==> config.mk <==
export PLATFORM = sky130hd
export DESIGN_NAME = sd_spi_command_engine
export DESIGN_NICKNAME = d
export VERILOG_FILES = /design/src/rtl/sdc_pkg.sv /design/src/rtl/sdc_ctrl.sv /design/src/rtl/sdc_tx_seq.sv /design/src/rtl/sd_spi_command_engine.sv
export SDC_FILE = /design/constraint.sdc
export NUM_CORES = 1
export LEC_CHECK = 0
export ABC_CLOCK_PERIOD_IN_PS = 4600
export BUFFER_PORTS_ARGS = -buffer_cell sky130_fd_sc_hd__buf_2
export CAP_MARGIN = 30
export CORE_MARGIN = 2
export CORE_UTILIZATION = 45
export DETAILED_ROUTE_END_ITERATION = 8
export GPL_TIMING_DRIVEN = 0
export PLACE_DENSITY = 0.66
export RECOVER_POWER = 100
export SLEW_MARGIN = 10
export SYNTH_ARGS = -nofsm -noshare
export SYNTH_HDL_FRONTEND = slang
export SYNTH_HIERARCHICAL = 1
export SYNTH_SLANG_ARGS = --single-unit
==> constraint.sdc <==
create_clock -name clk -period 4.6 [get_ports clk]
set_clock_uncertainty 0.15 [all_clocks]
set_input_delay 0.23 -clock clk [delete_from_list [all_inputs] [get_ports clk]]
set_output_delay 0.23 -clock clk [all_outputs]
set_load 0.01 [all_outputs]
==> src/rtl/sdc_pkg.sv <==
package sdc_pkg;

	typedef enum logic [1:0] {
		K_START = 2'd0,
		K_RX    = 2'd1,
		K_TICK  = 2'd2
	} kind_t;

	typedef enum logic [2:0] {
		PH_IDLE,
		PH_READY,
		PH_STUFF,
		PH_R1,
		PH_POST
	} phase_t;

	typedef enum logic [1:0] {
		REG_READY_TO = 2'd0,
		REG_RESP_TO  = 2'd1,
		REG_MAX_ATT  = 2'd2
	} reg_idx_t;

	localparam logic       OK_SEND    = 1'b0;
	localparam logic       OK_DONE    = 1'b1;
	localparam logic [1:0] ST_OK      = 2'd0;
	localparam logic [1:0] ST_ERR     = 2'd1;
	localparam logic [1:0] ST_TIMEOUT = 2'd2;

	localparam logic [7:0] POLL_BYTE  = 8'hFF;
	localparam logic [7:0] STOP_HEAD  = 8'h4C;
	localparam logic [1:0] START_BITS = 2'b01;
	localparam int         R1_BUSY    = 7;
	localparam int         R1_CRC_ERR = 3;
	localparam logic [6:0] CRC7_TAPS  = 7'h09;
	localparam int         CRC_BITS   = 40;
	localparam int         FRAME_BYTES = 6;

	localparam logic [15:0] READY_TO_RST = 16'd300;
	localparam logic [15:0] RESP_TO_RST  = 16'd50;
	localparam logic [3:0]  MAX_ATT_RST  = 4'd3;

	typedef struct packed {
		kind_t       kind;
		logic [5:0]  command_index;
		logic [31:0] argument;
		logic [7:0]  rx_byte;
	} item_t;

	typedef struct packed {
		logic [15:0] ready_timeout_ticks;
		logic [15:0] response_timeout_ticks;
		logic [3:0]  max_attempts;
	} cfg_t;

	// one result, or a burst: six frame bytes then a poll byte
	typedef struct packed {
		logic        valid;
		logic        burst;
		logic        out_kind;
		logic [7:0]  tx_byte;
		logic        expects_reply;
		logic [1:0]  status;
		logic [7:0]  r1_byte;
		logic [47:0] frame;
	} res_t;

	function automatic logic [6:0] crc7_step(input logic [6:0] c);
		crc7_step = {c[5:0], 1'b0} ^ (c[6] ? CRC7_TAPS : 7'h00);
	endfunction

	// CRC contribution of a single set bit at position pos (LSB = fed last)
	function automatic logic [6:0] crc7_col(input int pos);
		logic [6:0] c;
		c = CRC7_TAPS;
		for (int k = 0; k < CRC_BITS - 1; k++) begin
			if (k < pos)
				c = crc7_step(c);
		end
		return c;
	endfunction

	function automatic logic [6:0] crc7(input logic [CRC_BITS-1:0] d);
		logic [6:0] c;
		c = 7'h00;
		for (int i = 0; i < CRC_BITS; i++) begin
			if (d[i])
				c = c ^ crc7_col(i);
		end
		return c;
	endfunction

endpackage

==> src/rtl/sdc_ctrl.sv <==
module sdc_ctrl
	import sdc_pkg::*;
(
	input  logic  clk,
	input  logic  arst_n,
	input  logic  valid_s1,
	input  item_t item_s1,
	input  cfg_t  cfg,
	input  logic  free,
	output logic  fire,
	output logic  load,
	output res_t  res
);

	phase_t      phase_q, phase_d;
	logic [47:0] frame_q, frame_d;
	logic [3:0]  att_q, att_d;
	logic [15:0] el_q, el_d;
	logic [7:0]  r1_q, r1_d;

	logic [47:0] new_frame;
	logic        new_stop, frame_stop, rx_ff, ready_ok, resp_ok, att_over;
	logic [3:0]  att_n;
	logic [39:0] body;

	assign body       = {START_BITS, item_s1.command_index, item_s1.argument};
	assign new_frame  = {body, crc7(body), 1'b1};
	assign new_stop   = new_frame[47:40] == STOP_HEAD;
	assign frame_stop = frame_q[47:40] == STOP_HEAD;
	assign rx_ff      = item_s1.rx_byte == POLL_BYTE;
	assign ready_ok   = el_q < cfg.ready_timeout_ticks;
	assign resp_ok    = el_q < cfg.response_timeout_ticks;
	assign att_n      = att_q + 4'd1;
	assign att_over   = (att_n >= cfg.max_attempts) || (att_n == 4'd0);

	assign fire = valid_s1 && (!res.valid || free);
	assign load = fire && res.valid;

	// next phase
	always_comb begin
		phase_d = phase_q;
		case (item_s1.kind)
			K_START: begin
				if (phase_q == PH_IDLE)
					phase_d = new_stop ? PH_STUFF : PH_READY;
			end
			K_RX: begin
				case (phase_q)
					PH_READY: begin
						if (rx_ff)
							phase_d = frame_stop ? PH_STUFF : PH_R1;
						else if (!ready_ok)
							phase_d = PH_IDLE;
					end
					PH_STUFF: phase_d = PH_R1;
					PH_R1: begin
						if (item_s1.rx_byte[R1_BUSY])
							phase_d = resp_ok ? PH_R1 : PH_IDLE;
						else if (item_s1.rx_byte[R1_CRC_ERR])
							phase_d = att_over ? PH_IDLE : (frame_stop ? PH_STUFF : PH_READY);
						else
							phase_d = frame_stop ? PH_POST : PH_IDLE;
					end
					PH_POST: begin
						if (rx_ff || !ready_ok)
							phase_d = PH_IDLE;
					end
					default: phase_d = phase_q;
				endcase
			end
			default: phase_d = phase_q;
		endcase
	end

	// results and data updates
	always_comb begin
		res     = '0;
		frame_d = frame_q;
		att_d   = att_q;
		el_d    = el_q;
		r1_d    = r1_q;
		case (item_s1.kind)
			K_START: begin
				if (phase_q == PH_IDLE) begin
					frame_d   = new_frame;
					att_d     = 4'd0;
					res.valid = 1'b1;
					if (new_stop) begin
						res.burst = 1'b1;
						res.frame = new_frame;
					end else begin
						res.tx_byte       = POLL_BYTE;
						res.expects_reply = 1'b1;
						el_d              = 16'd0;
					end
				end
			end
			K_TICK: begin
				if (phase_q != PH_IDLE && el_q != 16'hFFFF)
					el_d = el_q + 16'd1;
			end
			K_RX: begin
				case (phase_q)
					PH_READY: begin
						res.valid = 1'b1;
						if (rx_ff) begin
							res.burst = 1'b1;
							res.frame = frame_q;
							if (!frame_stop)
								el_d = 16'd0;
						end else if (ready_ok) begin
							res.tx_byte       = POLL_BYTE;
							res.expects_reply = 1'b1;
							el_d              = 16'd0;
						end else begin
							res.out_kind = OK_DONE;
							res.status   = ST_TIMEOUT;
							res.r1_byte  = r1_q;
						end
					end
					PH_STUFF: begin
						res.valid         = 1'b1;
						res.tx_byte       = POLL_BYTE;
						res.expects_reply = 1'b1;
						el_d              = 16'd0;
					end
					PH_R1: begin
						res.valid = 1'b1;
						r1_d      = item_s1.rx_byte;
						if (item_s1.rx_byte[R1_BUSY]) begin
							if (resp_ok) begin
								res.tx_byte       = POLL_BYTE;
								res.expects_reply = 1'b1;
								el_d              = 16'd0;
							end else begin
								res.out_kind = OK_DONE;
								res.status   = ST_TIMEOUT;
								res.r1_byte  = item_s1.rx_byte;
							end
						end else if (item_s1.rx_byte[R1_CRC_ERR]) begin
							att_d = att_n;
							if (att_over) begin
								res.out_kind = OK_DONE;
								res.status   = ST_ERR;
								res.r1_byte  = item_s1.rx_byte;
							end else if (frame_stop) begin
								res.burst = 1'b1;
								res.frame = frame_q;
							end else begin
								res.tx_byte       = POLL_BYTE;
								res.expects_reply = 1'b1;
								el_d              = 16'd0;
							end
						end else if (frame_stop) begin
							res.tx_byte       = POLL_BYTE;
							res.expects_reply = 1'b1;
							el_d              = 16'd0;
						end else begin
							res.out_kind = OK_DONE;
							res.status   = ST_OK;
							res.r1_byte  = item_s1.rx_byte;
						end
					end
					PH_POST: begin
						res.valid = 1'b1;
						if (rx_ff) begin
							res.out_kind = OK_DONE;
							res.status   = ST_OK;
							res.r1_byte  = r1_q;
						end else if (ready_ok) begin
							res.tx_byte       = POLL_BYTE;
							res.expects_reply = 1'b1;
							el_d              = 16'd0;
						end else begin
							res.out_kind = OK_DONE;
							res.status   = ST_ERR;
							res.r1_byte  = r1_q;
						end
					end
					default: res.valid = 1'b0;
				endcase
			end
			default: res.valid = 1'b0;
		endcase
	end

	always_ff @(posedge clk or negedge arst_n) begin
		if (!arst_n) begin
			phase_q <= PH_IDLE;
			frame_q <= '0;
			att_q   <= '0;
			el_q    <= '0;
			r1_q    <= '0;
		end else if (fire) begin
			phase_q <= phase_d;
			frame_q <= frame_d;
			att_q   <= att_d;
			el_q    <= el_d;
			r1_q    <= r1_d;
		end
	end

endmodule

==> src/rtl/sdc_tx_seq.sv <==
module sdc_tx_seq
	import sdc_pkg::*;
(
	input  logic        clk,
	input  logic        arst_n,
	input  logic        load,
	input  res_t        res,
	output logic        free,
	output logic        m_tvalid,
	input  logic        m_tready,
	output logic [23:0] m_tdata,  // tx_byte, expects_reply, status, r1, zero pad
	output logic [0:0]  m_tuser,  // out_kind
	output logic        m_tlast
);

	logic        valid_q;
	logic [2:0]  rem_q;
	logic [39:0] shift_q;
	logic        kind_q, exp_q, last_q;
	logic [7:0]  tx_q, r1_q;
	logic [1:0]  st_q;
	logic        xfer;

	assign xfer     = valid_q && m_tready;
	assign free     = !valid_q || (m_tready && rem_q == 3'd0);
	assign m_tvalid = valid_q;
	assign m_tdata  = {5'b0, r1_q, st_q, exp_q, tx_q};
	assign m_tuser  = kind_q;
	assign m_tlast  = last_q;

	always_ff @(posedge clk or negedge arst_n) begin
		if (!arst_n) begin
			valid_q <= 1'b0;
			rem_q   <= 3'd0;
		end else if (load) begin
			valid_q <= 1'b1;
			rem_q   <= res.burst ? 3'(FRAME_BYTES) : 3'd0;
		end else if (xfer) begin
			if (rem_q == 3'd0)
				valid_q <= 1'b0;
			else
				rem_q <= rem_q - 3'd1;
		end
	end

	always_ff @(posedge clk) begin
		if (load) begin
			kind_q  <= res.out_kind;
			st_q    <= res.status;
			r1_q    <= res.r1_byte;
			shift_q <= res.frame[39:0];
			if (res.burst) begin
				tx_q   <= res.frame[47:40];
				exp_q  <= 1'b0;
				last_q <= 1'b0;
			end else begin
				tx_q   <= res.tx_byte;
				exp_q  <= res.expects_reply;
				last_q <= 1'b1;
			end
		end else if (xfer && rem_q != 3'd0) begin
			if (rem_q == 3'd1) begin
				// closing poll after the frame
				tx_q   <= POLL_BYTE;
				exp_q  <= 1'b1;
				last_q <= 1'b1;
			end else begin
				tx_q    <= shift_q[39:32];
				shift_q <= {shift_q[31:0], 8'h00};
			end
		end
	end

endmodule

==> src/rtl/sd_spi_command_engine.sv <==
// Host-side SD card SPI command engine. Input transfers carry a kind in s_tuser
// (start, received byte, millisecond tick); results ask for a byte exchange or
// report completion with status and the R1 byte. An input item is held in the
// input register and processed there combinationally; a new item can be taken
// every cycle while the held item does not wait. An item that sends a command
// frame (a CMD12 start or CMD12 retry, or the card answering ready before any
// other command) yields seven results (six frame bytes and a poll), any other
// item at most one. The output sequencer sends one result per cycle while
// m_tready is high, so an item that yields results is held in the input register
// until the previous item's last result is being transferred; items without
// results (ticks, ignored items) never wait. The user must write configuration
// via cfg_we/cfg_index/cfg_data while the engine is idle (not enforced).
module sd_spi_command_engine
	import sdc_pkg::*;
(
	input  logic        clk,
	input  logic        arst_n,
	input  logic        s_tvalid,
	output logic        s_tready,
	input  logic [47:0] s_tdata,   // command_index, argument, rx_byte, zero pad
	input  logic [1:0]  s_tuser,   // kind
	output logic        m_tvalid,
	input  logic        m_tready,
	output logic [23:0] m_tdata,   // tx_byte, expects_reply, status, r1, zero pad
	output logic [0:0]  m_tuser,   // out_kind
	output logic        m_tlast,
	input  logic        cfg_we,
	input  logic [1:0]  cfg_index,
	input  logic [15:0] cfg_data
);

	logic  valid_s1;
	item_t item_s1;
	cfg_t  cfg_q;
	logic  fire, load, free;
	res_t  res;

	assign s_tready = !valid_s1 || fire;

	always_ff @(posedge clk or negedge arst_n) begin
		if (!arst_n)
			valid_s1 <= 1'b0;
		else if (s_tvalid && s_tready)
			valid_s1 <= 1'b1;
		else if (fire)
			valid_s1 <= 1'b0;
	end

	always_ff @(posedge clk) begin
		if (s_tvalid && s_tready) begin
			item_s1.kind          <= kind_t'(s_tuser);
			item_s1.command_index <= s_tdata[5:0];
			item_s1.argument      <= s_tdata[37:6];
			item_s1.rx_byte       <= s_tdata[45:38];
		end
	end

	always_ff @(posedge clk or negedge arst_n) begin
		if (!arst_n) begin
			cfg_q.ready_timeout_ticks    <= READY_TO_RST;
			cfg_q.response_timeout_ticks <= RESP_TO_RST;
			cfg_q.max_attempts           <= MAX_ATT_RST;
		end else if (cfg_we) begin
			case (cfg_index)
				REG_READY_TO: cfg_q.ready_timeout_ticks    <= cfg_data;
				REG_RESP_TO:  cfg_q.response_timeout_ticks <= cfg_data;
				REG_MAX_ATT:  cfg_q.max_attempts           <= cfg_data[3:0];
				default:      cfg_q <= cfg_q;
			endcase
		end
	end

	sdc_ctrl u_ctrl (
		.clk      (clk),
		.arst_n   (arst_n),
		.valid_s1 (valid_s1),
		.item_s1  (item_s1),
		.cfg      (cfg_q),
		.free     (free),
		.fire     (fire),
		.load     (load),
		.res      (res)
	);

	sdc_tx_seq u_seq (
		.clk      (clk),
		.arst_n   (arst_n),
		.load     (load),
		.res      (res),
		.free     (free),
		.m_tvalid (m_tvalid),
		.m_tready (m_tready),
		.m_tdata  (m_tdata),
		.m_tuser  (m_tuser),
		.m_tlast  (m_tlast)
	);

endmodule

==> run metrics <==
CTS H-tree depth=1; Reg-to-Reg Start=u_ctrl/el_q[11]; Final Util=about 56%; met1 wire length=12.0 mm; Highest Signal Layer=met4; Cells after DPL=1368; # Post-CTS Setup Buffers=0; top cell type's share of synthesized area=between 20 and 30%; Critical Path Fanout Max=8; vias=7907; register area=6240 um2; fillcell total=between 2000 and 2500; measured slew at the worst slew-check pin=about 2.5 ns; max-slew violations=62; drt total wl=25.7 mm; HPWL Detailed=18.1 mm; max-capacitance violation count=2; wire length on met3=1.35 mm; CP startpoint kind=register; Gate Count Post-Synth=935; post-synthesis xor/xnor area fraction=5.57%; number of global-route vias before repair=7587; gp weighted congestion=0.868; Post-Synth Adder-Cell Area=4.62%; proportion of synthesized area in mux cells=12.4%; area grow syn2layout=20.6%; via/cell ratio=5.31; Setup TNS=0 ns; share of cells above drive strength 1=23.0%; commonest cells after routing, fill and taps aside=dfrtp_1 (109), edfxtp_1 (109), mux2_2 (108), dlygate4sd3_1 (70), buf_2 (66); Compound-Gate Fraction of Synth Area=10.5%; fraction of registers with async set/reset=approximately half; drt initial violations=487; CTS max path bufs=3; status=finished, violations left; CTS sink cnt=227; gr ovfl total=0; RSZ-0062 raised after global routing=no; VDD IR-drop max=350 uV; first-pass GRT wire length=40.5 mm; Starting Density=between 40% and 50%; die width=165 um; drt first pass iters=5; YS warnings=6; final worst-path cycle share=~93%; Yosys top cell by area=edfxtp_1; Worst Setup End Kind=register; Ports=101; Crit Path Class=register to register; main combinational cell family by area after synthesis=multiplexers; final hold violation count=0; worst endpoint required time=~4.7 ns; # DRC=0; CP Launch Point=u_ctrl/el_q[11]; all-layer global routing usage=between 10% and 20%; fin crit period=4.29 ns; Synth Area in Simple Gates=under 10%; synth top area cells=edfxtp_1 (28%), dfrtp_1 (23%), mux2_2 (11%), ha_1 (4.6%), xnor2_1 (4.3%); synthesized area per cell=12.4 um2; Hold Path Class=primary input to register; Clock Root Buffer=clkbuf_16; Max-slew headroom=-68.6%; count of cell types in the netlist=73; EDFF count, synth=109; critical path arrival=4.41 ns; core box area=25300 um2; cts bufs inserted=27; Routed Antenna Nets=0; CTS tree=done; violated checks=capacitance limit, slew limit; initial antenna violation count=0; P per Cell Area=495 nW/um2; drt wl/cell=17.3 um; static leakage=5.84 nW; sequential area share after synthesis=53.6%; Yosys reg bits=227; largest net degree at the start of global routing=78; PortBufs=93; Fmax=0.233 GHz; die area=about 27000 um2; die height=165 um; Netlist Area Pre-Place=11600 um2; CTS clock-pin slew for the worst setup and hold paths=0.06 ns; final cell count without fillers=1488; final net count=1253; Worst-Skew Late Latency=roughly 0.54 ns; most common flop cell mapped by yosys=edfxtp_1; multi-input combinational cell area=4830 um2; # diodes=0; Finish-stage setup viols=0; min-delay src=cfg_we; DR WL met2=11.7 mm; Placement Rows=58
## cell families (layout without fill, tap and decap cells)
kind of cell / count (synthesis) / after routing
muxes: 130 / 130
and+or+nand+nor: 183 / 183
other: 2 / 6
AOI/OAI and AO/OA: 172 / 172
DFF: 227 / 227
buffers and inverters: 104 / 323
xor gates and xnor gates: 74 / 74
adders and majority gates: 43 / 43
## flip-flops by register name, indices dropped and copies added (netlist names), 2 cells and up
signal          count
item_s1            48
u_ctrl/frame_q     46
u_seq/shift_q      40
cfg_q              36
u_ctrl/el_q        16
u_ctrl/r1_q         8
u_seq/r1_q          8
u_seq/tx_q          8
u_ctrl/att_q        4
u_ctrl/phase_q      3
u_seq/rem_q         3
u_seq/st_q          2
## cells in the mapped netlist (4+ instances only)
master and instances:
o22a_1 8, xnor2_1 57, buf_6 5, nand4_1 7, nand2_1 44, dfstp_2 9
a21oi_1 24, and2b_2 4, o21ai_0 44, a2bb2oi_1 8, nor2_1 35, a21o_1 8
dfrtp_1 109, a31oi_1 8, nor3_1 10, xor2_1 17, nand2b_1 9, and3_1 16
o211ai_1 4, clkbuf_1 16, inv_1 52, mux2i_1 16, buf_4 21, and2_1 11
edfxtp_1 109, ha_1 43, a22o_1 33, buf_2 6, a22oi_1 6, nand3_1 19
mux2_2 114
## repair_timing
| action | in CTS | in global routing |
|---|---|---|
| hold endpoints to repair | 197 | 0 |
| endpoints found under the setup margin | 0 | 1 |
| hold buffers | 70 | 0 |
| gates resized for setup | 0 | 1 |
## final timing paths
path,to,slack [ns],depth (start not counted)
worst min register to register,u_ctrl/frame_q[1],0.33,2
worst max-delay path,u_seq/tx_q[3],0.31,13
max in group asynchronous,u_seq/rem_q[1],1.96,2
worst min-delay path,cfg_q[2],0.05,3
worst max register to register,u_seq/tx_q[3],0.31,13
min in group asynchronous,cfg_q[10],0.87,2
## worst max-delay path: stages, from the launching register on
cell and delay, ns:
dfrtp_1 0.44, ha_1 0.32, nand2_1 0.08, or3_1 0.41, nor4_1 0.62, nor3_1 0.12
o21ai_0 0.49, o31ai_1 0.18, o311ai_0 0.37, o21ai_0 0.22, buf_2 0.21, clkbuf_4 0.13
mux2i_1 0.18, a2bb2oi_1 0.09
## final cells by class
type	instances	area share [%]
Multi-Input combinational cell	608	34.4
Clock buffer	35	5.17
Tap cell	330	2.94
Clock inverter	15	0.731
Sequential cell	227	44.5
Buffer	52	2.25
Inverter	52	1.39
Timing Repair Buffer	169	8.63
## through the flow
stage	hold slack [ns]	total power, mW	instance area, um2	worst slack [ns]
floorplan	-0.216	4.44	11600	1.16
global placement	0.256	4.92	12500	0.163
detailed placement	0.0399	4.99	12600	0.300
CTS	0.0325	7.05	14100	0.253
global route	0.0939	7.33	14000	0.107
finish	0.0549	6.95	14000	0.312
## power by group
part           internal (mW)  switching [mW]
combinational          0.923            1.01
sequential              2.75           0.287
clock                   1.16           0.819
## metal layers
layer  up-vias  GRT usage [%]
li1       3805              -
met1      3862           26.5
met2       193           30.5
met3        47           3.42
met4         0           5.30
met5         -              0
No activity file was read; power rests on OpenSTA's default activity.
